<file path="src/rtl/core/jacobi_poisson_stencil_assert.svh">
// ----------------------------------------------------------------------------
// Jacobi stencil assertion macros
// Concurrent check macros of the stencil RTL; empty for synthesis.
// ----------------------------------------------------------------------------
`ifndef JACOBI_POISSON_STENCIL_ASSERT_SVH
`define JACOBI_POISSON_STENCIL_ASSERT_SVH
`ifndef SYNTHESIS
`define JPS_ASSERT_IMPLY(label, clk, rst_n, ante, cons) \
  label: assert property (@(posedge clk) disable iff (!rst_n) (ante) |-> (cons)) \
    else $error("stencil check failed: same-cycle implication");
`define JPS_ASSERT_NEXT(label, clk, rst_n, ante, cons) \
  label: assert property (@(posedge clk) disable iff (!rst_n) (ante) |=> (cons)) \
    else $error("stencil check failed: next-cycle implication");
`else
`define JPS_ASSERT_IMPLY(label, clk, rst_n, ante, cons)
`define JPS_ASSERT_NEXT(label, clk, rst_n, ante, cons)
`endif
`endif

</file>
<file path="src/rtl/core/jps_pkg.sv">
// ----------------------------------------------------------------------------
// Jacobi stencil package
// Shared types and constants of the streaming five-point Jacobi update.
// ----------------------------------------------------------------------------
package jps_pkg;

  // Width of the count registers and of the row and column result fields.
  localparam int CNT_W = 11;

  // Configuration register indexes.
  localparam int CFG_IDX_W = 2;
  localparam logic [CFG_IDX_W-1:0] REG_COL_COUNT = 2'd0;
  localparam logic [CFG_IDX_W-1:0] REG_ROW_COUNT = 2'd1;
  localparam logic [CFG_IDX_W-1:0] REG_H_SQUARED = 2'd2;

  // Configuration reset values.
  localparam logic [CNT_W-1:0] COL_COUNT_RST = 11'd32;
  localparam logic [CNT_W-1:0] ROW_COUNT_RST = 11'd32;
  localparam logic [31:0]      H_SQUARED_RST = 32'd3943954;

  // Queue between the line buffer front and the arithmetic back.
  localparam int Q_DEPTH = 4;
  localparam int Q_PTR_W = 2;
  localparam int Q_LVL_W = 3;

  // Position of an updated point, carried alongside its operands.
  typedef struct packed {
    logic [CNT_W-1:0] row;
    logic [CNT_W-1:0] col;
    logic             last;
  } pt_tag_t;

endpackage

</file>
<file path="src/rtl/core/jps_queue.sv">
// ----------------------------------------------------------------------------
// Jacobi stencil operand queue
// Short register queue that decouples the front end from the arithmetic.
// ----------------------------------------------------------------------------
module jps_queue #(
  parameter int WIDTH = 183
) (
  input  logic                        clk,
  input  logic                        rst_n,
  input  logic                        push,
  input  logic [WIDTH-1:0]            push_data,
  input  logic                        pop,
  output logic [WIDTH-1:0]            pop_data,
  output logic                        not_empty,
  output logic [jps_pkg::Q_LVL_W-1:0] level
);

  logic [WIDTH-1:0]            entry_r [jps_pkg::Q_DEPTH];
  logic [jps_pkg::Q_PTR_W-1:0] wr_ptr_r, rd_ptr_r;
  logic [jps_pkg::Q_LVL_W-1:0] level_r;

  always_ff @(posedge clk) begin
    if (push) begin
      entry_r[wr_ptr_r] <= push_data;
    end
  end

  always_ff @(posedge clk) begin
    if (!rst_n) begin
      wr_ptr_r <= '0;
      rd_ptr_r <= '0;
      level_r  <= '0;
    end else begin
      if (push) begin
        wr_ptr_r <= wr_ptr_r + jps_pkg::Q_PTR_W'(1);
      end
      if (pop) begin
        rd_ptr_r <= rd_ptr_r + jps_pkg::Q_PTR_W'(1);
      end
      if (push && !pop) begin
        level_r <= level_r + jps_pkg::Q_LVL_W'(1);
      end else if (pop && !push) begin
        level_r <= level_r - jps_pkg::Q_LVL_W'(1);
      end
    end
  end

  assign pop_data  = entry_r[rd_ptr_r];
  assign not_empty = level_r != '0;
  assign level     = level_r;

endmodule

</file>
<file path="config.mk">
export PLATFORM = sky130hd
export DESIGN_NAME = jps_queue
export DESIGN_NICKNAME = d
export VERILOG_FILES = /design/src/rtl/core/jacobi_poisson_stencil_assert.svh /design/src/rtl/core/jps_pkg.sv /design/src/rtl/core/jps_queue.sv
export SDC_FILE = /design/constraint.sdc
export NUM_CORES = 1
export LEC_CHECK = 0
export BUFFER_PORTS_ARGS = -buffer_cell sky130_fd_sc_hd__buf_2
export CAP_MARGIN = 20
export CORE_MARGIN = 3
export CORE_UTILIZATION = 61
export CTS_CLUSTER_SIZE = 8
export DETAILED_ROUTE_END_ITERATION = 10
export PLACE_DENSITY = 0.95
export SKIP_CTS_REPAIR_TIMING = 1
export SLEW_MARGIN = 5
export SYNTH_ARGS = -nofsm -noshare
export SYNTH_HDL_FRONTEND = slang
export SYNTH_SLANG_ARGS = --single-unit
</file>
<file path="constraint.sdc">
create_clock -name clk -period 13.5 [get_ports clk]
set_input_delay 0.675 -clock clk [delete_from_list [all_inputs] [get_ports clk]]
set_output_delay 0.675 -clock clk [all_outputs]
set_load 0.01 [all_outputs]
</file>
# ---- Word level (Yosys, flattened, before mapping)
# Memories as Yosys holds them, arrays and structs flattened. A register that Yosys moved wholly into a read port is not among the register bits.
# Index checks and enable logic that the tools add are counted.
dict set report totals {
  n_memories 1
  ramBits 732
  latchBits 0
  regBits 7
  elab_cells 20
  input_bits 187
  romBits 0
}
dict set report op_classes {
  shifts 0
  n_div 0
  eq_ne 0
  order_cmp 0
  bitwise 0
  n_mul 0
  n_reduce_logical 6
  muxes 6
  addsub 4
}
# name words word_bits read_ports rd_ports_with_merged_regs wr line
set mem_list {}
lappend mem_list {entry_r 4 183 1 1 1 jps_queue.sv:18} ;# logic [WIDTH-1:0] entry_r [jps_pkg::Q_DEPTH];
# operator n
set ops {}
lappend ops {{$mux W3} 2}
lappend ops {{$add A2 B1 Y2 const B} 2}
lappend ops {{$mux W2} 2}
lappend ops {{$add A3 B1 Y3 const B} 1}
lappend ops {{$reduce_bool A3 Y1} 1}
lappend ops {{$sub A3 B1 Y3 const B} 1}
lappend ops {{$logic_and A1 B1 Y1} 2}
lappend ops {{$logic_not A1 Y1} 2}
lappend ops {{$mux W1} 2}
lappend ops {{$reduce_bool A2 Y1} 1}

# ---- Depth between registers and ports, before layout
dict set report logic_depth {
  ltp_word 4
  ltp_mapped 7
  depth_no_buf 7
}

# ---- Worst setup path after synthesis
# No wires, ideal clock.
dict set report synth_timing {
  path_kind {input -> register}
  from {input port push}
  to {memory entry_r[0][0], enable pin}
  t_arrival_ns 4.834
  path_slack_ns 8.102
  path_stages 1
  required_time_ns 12.935
  n_path_buf 0
  setup_time_ns 0.565
  cell_sequence {and2_1}
}
dict set report synth_via {
  elab_chain_len 2
}
# element line
set synth_rtl {}
lappend synth_rtl {{start: declaration} jps_queue.sv:10} ;# input logic push,
lappend synth_rtl {{$mux W1} jps_queue.sv:23} ;# if (push) begin
lappend synth_rtl {{$mux W1 (implied by the code)} jps_queue.sv:24} ;# entry_r[wr_ptr_r] <= push_data;
lappend synth_rtl {{end: declaration} jps_queue.sv:18}
# No other way between the ends.

==> impl_metrics.env <==
export IMPL_status="finished, final reports clean"
export IMPL_path_cells="buf_4 > buf_12 > buf_4 > mux4_2 > buf_2"
export IMPL_synth_warnings=0
export IMPL_hold_viol_final=0
export IMPL_firstDrtPassIters=5
export IMPL_cts_clk_slew_worst_paths_ns=0.06
export IMPL_grt_start_max_net_pins=70
export IMPL_final_common_cell="edfxtp_1"
export IMPL_drive_gt1_frac=0.465
export IMPL_reg2reg_from="wr_ptr_r[0]"
export IMPL_path_class="flip-flop to primary output"
export IMPL_syn_area_um2=27000
export IMPL_synth_main_ff_cell="edfxtp_1"
export IMPL_max_freq_mhz=207
export IMPL_synthToLayoutAreaGrowth_pct=18.6
export IMPL_slew_viol_final=0
export IMPL_fillers=2253
export IMPL_layout_nets=1642
export IMPL_grt_pass1_wl_mm=92.3
export IMPL_synth_distinct_cells=20
export IMPL_slowest_delay_ns=0.93
export IMPL_antenna_found_initial=20
export IMPL_rsz0062_at_grt="no"
export IMPL_netlist_instances=998
export IMPL_grt_pass1_vias=13912
export IMPL_insertion_delay_ns=0.64
export IMPL_leakage_uw=0.0108
export IMPL_tightestPinTransition_ns=1.11
export IMPL_ys_async_sr_fraction=0
export IMPL_dp_final_hpwl_mm=34.1
export IMPL_cts_buffers_inserted=102
export IMPL_hold_path_class="input port to flip-flop"
export IMPL_ir_drop_mv=0.178
export IMPL_period_share=0.358
export IMPL_drc=0
export IMPL_multi_input_area_um2=4380
export IMPL_wl_mm=62.3
export IMPL_htreeDepth=3
export IMPL_finalSetupTns_ns=0
export IMPL_dieArea_um2=46900
export IMPL_crit_arrival_ns=4.15
export IMPL_portBuffers=373
export IMPL_route_vias_total=12888
export IMPL_fin_util=0.738
export IMPL_r2r_cells=4
export IMPL_setup_ws_ns=8.67
export IMPL_reg2reg_slack_ns=10.69
export IMPL_slew_headroom=0.261
export IMPL_cp_end_kind="primary output"
export IMPL_crit_path_frequent_cell="buf_4"
export IMPL_cts_tree="done"
export IMPL_post_drt_wl_per_cell_um=30.1
export IMPL_min_to="entry_r[1][0]"
export IMPL_start_util=0.622
export IMPL_synth_edff_count=732
export IMPL_rows=76
export IMPL_clkSinkCount=741
export IMPL_register_area_um2=22200
export IMPL_hold_depth=1
export IMPL_syn_avg_cell_area_um2=27.1
export IMPL_powerDensity_nw_per_um2=169
export IMPL_grt_overflow_total=0
export IMPL_skew_ns=0.0238
export IMPL_viasPerCell=6.23
export IMPL_path_delay_family="buffers and inverters"
export IMPL_fp_dieH_um=217
export IMPL_syn_num_nets=1191
export IMPL_finalSetupViolCount=0
export IMPL_worstHoldStart="push_data[0]"
export IMPL_ys_seq_elements=741
export IMPL_gp_congestion=0.798
export IMPL_final_cell_mix="732 x edfxtp_1, 373 x buf_2, 183 x mux4_2, 102 x clkbuf_16, 19 x clkbuf_1"
export IMPL_worst_path_max_delay_cell="dfxtp_4"
export IMPL_startpoint_type="flip-flop"
export IMPL_clock_path_buffers=3
export IMPL_maxCapViolCount=0
export IMPL_r2r_end="entry_r[0][76]"
export IMPL_grt_total_usage=0.273
export IMPL_post_route_min_period_ns=4.83
export IMPL_antenna_left=0
export IMPL_first_iter_violations=1138
export IMPL_critPathMaxFanout=46
export IMPL_num_io_pins=374
export IMPL_yosysSeqAreaShare=0.820
export IMPL_cts_root_buf="clkbuf_16"
export IMPL_worst_ep_required_time_ns=12.82
export IMPL_pre_cts_ws_ns=9.08
export IMPL_die_w_um=217
export IMPL_coreArea_um2=43500
export IMPL_cp_num_buf_inv=4
-- metrics by stage --
step	total power (uW)	area (um2)	hold WS [ns]	instances
global placement	3180	29300	0.485	1928
finish	5410	32100	0.251	2069
CTS	5450	32000	0.207	2057
floorplan	3030	27000	0.516	998
global route	5570	32000	0.221	2066
detailed placement	3210	29300	0.516	1929
-- area by class of cell --
class / instances / area share
clock inverters: 7 / 0.00316
inverters: 4 / 0.000468
repair buffers: 388 / 0.0628
well taps: 585 / 0.0228
diodes: 11 / 0.000859
flip-flops and latches: 741 / 0.692
multi-input cells: 212 / 0.136
clock buffers: 121 / 0.0819
-- Yosys cell counts, types with 2 or more instances --
library cell | count | area share
mux2i_1 | 2 | 0.00074
or3_1 | 2 | 0.00046
clkbuf_1 | 3 | 0.00042
nor2b_1 | 2 | 0.00046
dfxtp_1 | 9 | 0.0067
buf_2 | 17 | 0.0031
xor2_1 | 3 | 0.00097
edfxtp_1 | 732 | 0.81
buf_12 | 19 | 0.014
inv_1 | 4 | 0.00056
mux4_2 | 183 | 0.15
and2_1 | 9 | 0.0021
ha_1 | 5 | 0.0023
xnor2_1 | 2 | 0.00065
-- flip-flops by register name, indices dropped and copies added (netlist names), named ones only --
register	flops
rd_ptr_r	2
level	3
entry_r	732
wr_ptr_r	2
-- worst reg2reg max path, delay by kind of cell (launching register included) --
kind	cells	cell delay, ns
flip-flops	1	0.35
buffers and inverters	2	1.07
AND/OR/NAND/NOR	1	0.74
adder cells (fa/ha/maj)	1	0.15
-- report_power, final --
group / leakage [uW] / internal [uW] / total [uW] / switching (uW)
Sequential: 0.00680 / 2650 / 2700 / 44.2
Clock: 0.00133 / 1350 / 2230 / 887
Combinational: 0.00270 / 211 / 484 / 273
-- how the worst max path moves through the flow --
stage	start	end	slack [ns]	depth (start not counted)
floorplan	push	entry_r[0][0]	8.10	1
global placement	flip-flop	pop_data[80]	9.10	4
detailed placement	flip-flop	pop_data[80]	9.08	4
CTS	flip-flop	pop_data[101]	8.33	4
global route	flip-flop	pop_data[101]	8.22	5
finish	flip-flop	pop_data[101]	8.67	5
-- kinds of logic (layout without fill, tap and decap cells) --
| group | after synthesis | after routing | synth area share |
|---|---|---|---|
| and+or+nand+nor | 14 | 14 | 0.00315 |
| other | 0 | 11 | 0 |
| AOI/OAI and AO/OA | 2 | 2 | 0.000463 |
| muxes | 185 | 185 | 0.153 |
| buffers and inverters | 45 | 520 | 0.0189 |
| DFF | 741 | 741 | 0.820 |
| adders and majority gates | 6 | 6 | 0.00305 |
| xor gates and xnor gates | 5 | 5 | 0.00162 |
-- metal layers --
layer  wire length (um)  part of all wire  GRT usage
met4               1910             0.031      0.100
met2              32600              0.52      0.450
met5                 84            0.0013          0
met3               6330              0.10      0.102
met1              21300              0.34      0.336
(Power assumes the default switching activity.)
