File: src/rtl/core/jacobi_poisson_stencil_assert.svh
// ----------------------------------------------------------------------------
// Jacobi stencil assertion macros
// Concurrent check macros of the stencil RTL; empty for synthesis.
// ----------------------------------------------------------------------------
`ifndef JACOBI_POISSON_STENCIL_ASSERT_SVH
`define JACOBI_POISSON_STENCIL_ASSERT_SVH
`ifndef SYNTHESIS
`define JPS_ASSERT_IMPLY(label, clk, rst_n, ante, cons) \
  label: assert property (@(posedge clk) disable iff (!rst_n) (ante) |-> (cons)) \
    else $error("stencil check failed: same-cycle implication");
`define JPS_ASSERT_NEXT(label, clk, rst_n, ante, cons) \
  label: assert property (@(posedge clk) disable iff (!rst_n) (ante) |=> (cons)) \
    else $error("stencil check failed: next-cycle implication");
`else
`define JPS_ASSERT_IMPLY(label, clk, rst_n, ante, cons)
`define JPS_ASSERT_NEXT(label, clk, rst_n, ante, cons)
`endif
`endif

File: src/rtl/core/jps_pkg.sv
// ----------------------------------------------------------------------------
// Jacobi stencil package
// Shared types and constants of the streaming five-point Jacobi update.
// ----------------------------------------------------------------------------
package jps_pkg;

  // Width of the count registers and of the row and column result fields.
  localparam int CNT_W = 11;

  // Configuration register indexes.
  localparam int CFG_IDX_W = 2;
  localparam logic [CFG_IDX_W-1:0] REG_COL_COUNT = 2'd0;
  localparam logic [CFG_IDX_W-1:0] REG_ROW_COUNT = 2'd1;
  localparam logic [CFG_IDX_W-1:0] REG_H_SQUARED = 2'd2;

  // Configuration reset values.
  localparam logic [CNT_W-1:0] COL_COUNT_RST = 11'd32;
  localparam logic [CNT_W-1:0] ROW_COUNT_RST = 11'd32;
  localparam logic [31:0]      H_SQUARED_RST = 32'd3943954;

  // Queue between the line buffer front and the arithmetic back.
  localparam int Q_DEPTH = 4;
  localparam int Q_PTR_W = 2;
  localparam int Q_LVL_W = 3;

  // Position of an updated point, carried alongside its operands.
  typedef struct packed {
    logic [CNT_W-1:0] row;
    logic [CNT_W-1:0] col;
    logic             last;
  } pt_tag_t;

endpackage

File: src/rtl/core/jps_back.sv
// ----------------------------------------------------------------------------
// Jacobi stencil arithmetic back end
// Scales the right-hand side, sums the neighbours, takes the quarter and
// saturates; the last stage is the result register.
// ----------------------------------------------------------------------------
module jps_back #(
  parameter int VALUE_W = 32
) (
  input  logic               clk,
  input  logic               rst_n,
  input  logic               in_valid,
  output logic               in_pop,
  input  logic [VALUE_W-1:0] up_value,
  input  logic [VALUE_W-1:0] down_value,
  input  logic [VALUE_W-1:0] left_value,
  input  logic [VALUE_W-1:0] right_value,
  input  logic [VALUE_W-1:0] rhs_value,
  input  jps_pkg::pt_tag_t   in_tag,
  input  logic [31:0]        h_squared,
  output logic               out_valid,
  input  logic               out_pop,
  output logic [VALUE_W-1:0] out_value,
  output jps_pkg::pt_tag_t   out_tag
);

  logic                      en;
  logic signed [VALUE_W+32:0] prod;
  logic signed [VALUE_W+1:0]  nsum;
  logic signed [VALUE_W+2:0]  total;
  logic signed [VALUE_W:0]    quarter;
  logic [VALUE_W-1:0]         sat;

  logic                       a_valid_r, b_valid_r;
  logic signed [VALUE_W+1:0]  a_nsum_r;
  logic signed [VALUE_W-1:0]  a_hf_r;
  jps_pkg::pt_tag_t           a_tag_r, b_tag_r;
  logic [VALUE_W-1:0]         b_value_r;

  // The whole pipe moves unless a finished result waits to be taken.
  assign en     = !b_valid_r || out_pop;
  assign in_pop = en && in_valid;

  assign prod = $signed(rhs_value) * $signed({1'b0, h_squared});
  assign nsum = $signed({{2{up_value[VALUE_W-1]}}, up_value})
              + $signed({{2{down_value[VALUE_W-1]}}, down_value})
              + $signed({{2{left_value[VALUE_W-1]}}, left_value})
              + $signed({{2{right_value[VALUE_W-1]}}, right_value});

  // Dropping low bits of a two's complement value rounds toward minus infinity.
  assign total   = $signed({a_nsum_r[VALUE_W+1], a_nsum_r})
                 + $signed({{3{a_hf_r[VALUE_W-1]}}, a_hf_r});
  assign quarter = total[VALUE_W+2:2];

  always_comb begin
    if (quarter[VALUE_W] != quarter[VALUE_W-1]) begin
      sat = quarter[VALUE_W] ? {1'b1, {(VALUE_W-1){1'b0}}} : {1'b0, {(VALUE_W-1){1'b1}}};
    end else begin
      sat = quarter[VALUE_W-1:0];
    end
  end

  always_ff @(posedge clk) begin
    if (en) begin
      a_nsum_r  <= nsum;
      a_hf_r    <= prod[VALUE_W+31:32];
      a_tag_r   <= in_tag;
      b_value_r <= sat;
      b_tag_r   <= a_tag_r;
    end
  end

  always_ff @(posedge clk) begin
    if (!rst_n) begin
      a_valid_r <= 1'b0;
      b_valid_r <= 1'b0;
    end else if (en) begin
      a_valid_r <= in_valid;
      b_valid_r <= a_valid_r;
    end
  end

  assign out_valid = b_valid_r;
  assign out_value = b_value_r;
  assign out_tag   = b_tag_r;

endmodule

File: config.mk
export PLATFORM = sky130hd
export DESIGN_NAME = jps_back
export DESIGN_NICKNAME = d
export VERILOG_FILES = /design/src/rtl/core/jacobi_poisson_stencil_assert.svh /design/src/rtl/core/jps_pkg.sv /design/src/rtl/core/jps_back.sv
export SDC_FILE = /design/constraint.sdc
export NUM_CORES = 2
export LEC_CHECK = 0
export ABC_CLOCK_PERIOD_IN_PS = 11350
export BUFFER_PORTS_ARGS = -buffer_cell sky130_fd_sc_hd__buf_2
export CORE_MARGIN = 2
export CORE_UTILIZATION = 46
export CTS_CLUSTER_DIAMETER = 80
export DETAILED_ROUTE_END_ITERATION = 16
export SYNTH_ARGS = -nofsm -noshare
export SYNTH_HDL_FRONTEND = slang
export SYNTH_SLANG_ARGS = --single-unit
export TNS_END_PERCENT = 10
File: constraint.sdc
create_clock -name clk -period 11.35 [get_ports clk]
set_input_delay 2.27 -clock clk [delete_from_list [all_inputs] [get_ports clk]]
set_output_delay 2.27 -clock clk [all_outputs]
set_load 0.03 [all_outputs]
-- After elaboration in Yosys (flattened, before gate mapping)
Index checks and enable logic that the tools add are counted.
- flip-flop bits (word level): 146
- logic and storage cells: 22
- output and inout bits: 57
- input port bits: 219
- reductions and logical operators: 3
- eq/ne operators: 1
- multipliers: 1
- muxes and demuxes: 2
- add/sub/neg operators: 4
- operators with widths (kind ; count):
    $mul 32x33->64 ; 1
    $mux 32 ; 2
    $add 34x32->35 ; 1
    $add 33x32->34 ; 1
    $add 34x32->34 ; 1
    $add 32x32->33 ; 1
    $logic_and 1x1->1 ; 1
    $logic_not 1->1 ; 1
    $logic_or 1x1->1 ; 1
    $ne 1x1->1 ; 1

-- Logic depth before layout (Yosys ltp)
- depth in word-level cells: 3
- mapped depth: 29

-- Worst setup path before layout
No wires, ideal clock.
- path kind: in2reg
- from: input port rhs_value[31]
- to: register a_hf_r[14], data pin
- data arrival time: 9.016 ns
- stages: 26
- slack: 2.070 ns
- cell sequence: clkinv_1 -> clkbuf_1 -> fa_1 -> inv_1 -> fa_1 -> inv_1 -> fa_1 -> fa_1 -> inv_1 -> fa_1 -> fa_1 -> fa_1 -> inv_1 -> fa_1 -> inv_1 -> ha_1 -> nand4_1 -> nor3_1 -> nand3_1 -> a221oi_1 -> nor2_1 -> o31a_1 -> a2bb2oi_1 -> a21oi_1 -> a21boi_0 -> xnor2_1
- cells in the longest elaborated chain, start to end: 1
- ends and longest elaborated chain (what ; line ; text):
    start: declaration ; jps_back.sv:17 ; input logic [VALUE_W-1:0] rhs_value,
    $mul 32x33->64 ; jps_back.sv:43 ; assign prod = $signed(rhs_value) * $signed({1'b0, h_squared});
    net prod[46] ; jps_back.sv:27 ; logic signed [VALUE_W+32:0] prod;
    end signal: assignment ; jps_back.sv:65 ; a_hf_r <= prod[VALUE_W+31:32];
    end: declaration ; jps_back.sv:35 ; logic signed [VALUE_W-1:0] a_hf_r;
The timed path passes the listed nets, and every way through them passes these cells.
A chain may end at the register's enable or synchronous reset.

-- Worst setup path after layout
- from: input port rhs_value[10]
- to: register a_hf_r[28], data pin
The elaborated chain is that of the path after synthesis.

==> impl_metrics.toml <==
[detailed_routing]
detail-route-antenna-nets = 0
vias_per_cell = 5.33
wl_per_cell_um = 21.1
drt_iter0_drc = 1872
num_vias = 30300
finalWirelength_um = 120000
drcViolationCount = 0
dr.pass1.iters = 7

[logic_synthesis]
yosys_warnings = 0
synth_xor_area_share_pct = 1.99
muxShareOfSynthArea_pct = 0.0593
synthAdderAreaFrac_pct = 56.0
synth_top_family_by_area = "adder cells"
ys_seq_elements = 146
netlist_area_um2 = 42200
synthesis.nets = 5861
ys_types = 70
postSynthAreaPerCell_um2 = 9.76
synth_ff_type = "edfxtp_1"
synth-simple-area-share_pct = 16.0
synthTopCellsByArea = "fa_1 (46%), ha_1 (10%), edfxtp_1 (10%)"
synth.largest_area_cell = "fa_1"
ys_seq_area_share_pct = 10.3
netlist.area_leader.share_pct = 45.6
synthArstFlopShare_pct = 0
synthCells = 4328
synth_compound_area_share_pct = 5.72
synth_edf_count = 144

[die]
rows = 111
die_h_um = 307
ios = 276
die-area_um2 = 94200
core-area_um2 = 91200
start_util_pct = 46.3
die_w_um = 307

[critical_path]
path_class = "input pin to flop"
r2r-end = "out_value[6]"
worstPathArrival_ps = 10530
r2r_setup_slack_ps = 7290
rr_worst_depth = 11
required_ps = 11530
crit_path_start_kind = "input pin"
crit_path_end_kind = "flop"
rr_startpoint = "a_hf_r[3]"
critPathMaxFanout = 22

[cts]
clk_pin_slew_ps = 60
cts_sinks = 146
cts_tree = "done"
cts_max_path_buffers = 2
post_cts_buffers = 0
cts_buffers = 17
cts_hold_buffers = 0
ctsHtreeMaxLevel = 4
clk_latency_ps = 440
cts_resized = 0
clockRootBuffer = "clkbuf_16"

[min_path]
holdCritStartpoint = "a_tag_r[18]"
whs_path_depth = 0
min_path_type = "flop to flop"
min_to = "out_tag[18]"

[placed_design]
portBuffers = 275
hpwl_um = 96600
gp_congestion = 0.936
place_inst = 5644
pre_cts_ws_ps = 620

[global_route]
grt_pass1_wl_um = 189000
grt_overflow = 0
grt_max_degree = 82
first_global_vias = 32800
antenna_found_initial = 7
grtUsageTotal_pct = 26.4

[timing]
drv_slew = 0
hold_viol = 0
post-route-period-util_pct = 91.2
rsz0062_at_grt = "false"
relSlewSlack_pct = 27.4
setup_viol_count_final = 0
tns_ps = 0
fin_skew_ps = 10.4
max_freq_mhz = 96.6
worst_slack_ps = 999
hold_slack_ps = 419
tightest_slew_ps = 1090
period_minus_slack_ps = 10350

[job]
max_cap_viol_count = 0

[finish]
finalNonFillerCells = 5676
layout_common_cells = "fa_1 (961), inv_1 (898), and2_1 (632), nand2_1 (423), ha_1 (353)"
layout-drive-gt1-share_pct = 8.82
syn_to_final_growth_pct = 7.54
finalNetCount = 6010
antenna_cells = 0
final_common_cell = "fa_1"

[run_status]
outcome = "finished clean"
## Yosys cell counts, drive strengths merged (21+ instances only)
cell    count
a21o       62
a21oi     117
and2      632
clkbuf    209
edfxtp    144
fa        961
ha        353
inv       898
nand2     425
nand2b     21
nand3      23
nand4      28
nor2       84
o21ai      78
o21bai     27
xnor2      66
xor2       30
## stage by stage
| step | area [µm²] | util (%) |
|---|---|---|
| 2_1_floorplan | 42200 | - |
| 3_3_place_gp | 44800 | 49.1 |
| 3_5_place_dp | 44800 | 49.1 |
| 4_1_cts | 45400 | 49.8 |
| 5_1_grt | 45400 | 49.8 |
| 6_report | 45400 | 49.8 |
## sequential cells by signal, summed over array words and instances (netlist names)
signal     cells
a_hf_r        32
a_nsum_r      34
a_valid_r      1
a_tag_r       23
out_valid      1
out_value     32
out_tag       23
## metal layers
layer | share of wire, % | global-route usage [%]
met5 | 0.0083 | 0
met2 | 50 | 45.5
met3 | 5.7 | 2.96
met1 | 41 | 35.1
met4 | 3.3 | 8.08
## kinds of logic after synthesis
| kind of cell | Yosys count |
|---|---|
| flip-flops | 146 |
| XOR/XNOR | 96 |
| multiplexers | 2 |
| AND/OR/NAND/NOR | 1282 |
| buffers and inverters | 1113 |
| adder cells (fa/ha/maj) | 1314 |
| AO/OA/AOI/OAI | 375 |
## how the worst max path moves through the flow
stage / from / endpoint / slack (ps) / cells after the start
after floorplan: rhs_value[31] / a_hf_r[14] / 2070 / 26
after CTS: rhs_value[10] / a_hf_r[28] / 1080 / 26
after detailed placement: rhs_value[10] / a_hf_r[28] / 620 / 26
after global routing: rhs_value[10] / a_hf_r[28] / 790 / 26
final: rhs_value[10] / a_hf_r[28] / 1000 / 26
after global placement: rhs_value[10] / a_hf_r[28] / 740 / 26
## critical path, cell delays in order
cell and delay, ps:
buf_2 540, buf_4 330, and2_1 170, fa_1 440, fa_1 570, inv_1 60, fa_1 470, fa_1 540
inv_1 50, fa_1 430, fa_1 450, fa_1 520, inv_1 50, fa_1 470, inv_1 40, ha_1 440
nand4_1 180, nor3_1 440, nand3_1 170, a221oi_1 390, nor2_1 190, o31a_1 400, a2bb2oi_1 240, o21bai_1 340
a31oi_1 160, xnor2_1 150
## final cells by class
cell class / instances / area (µm²)
fillers: 8594 / 45800
multi-input cells: 3069 / 33700
flip-flops and latches: 146 / 4360
inverters: 899 / 3370
repair buffers: 344 / 1890
well taps: 1186 / 1480
clock buffers: 17 / 425
clock inverters: 15 / 181
Power is not shown: default switching activity piles up to over one toggle a cycle in this logic, so the estimate is an artifact.
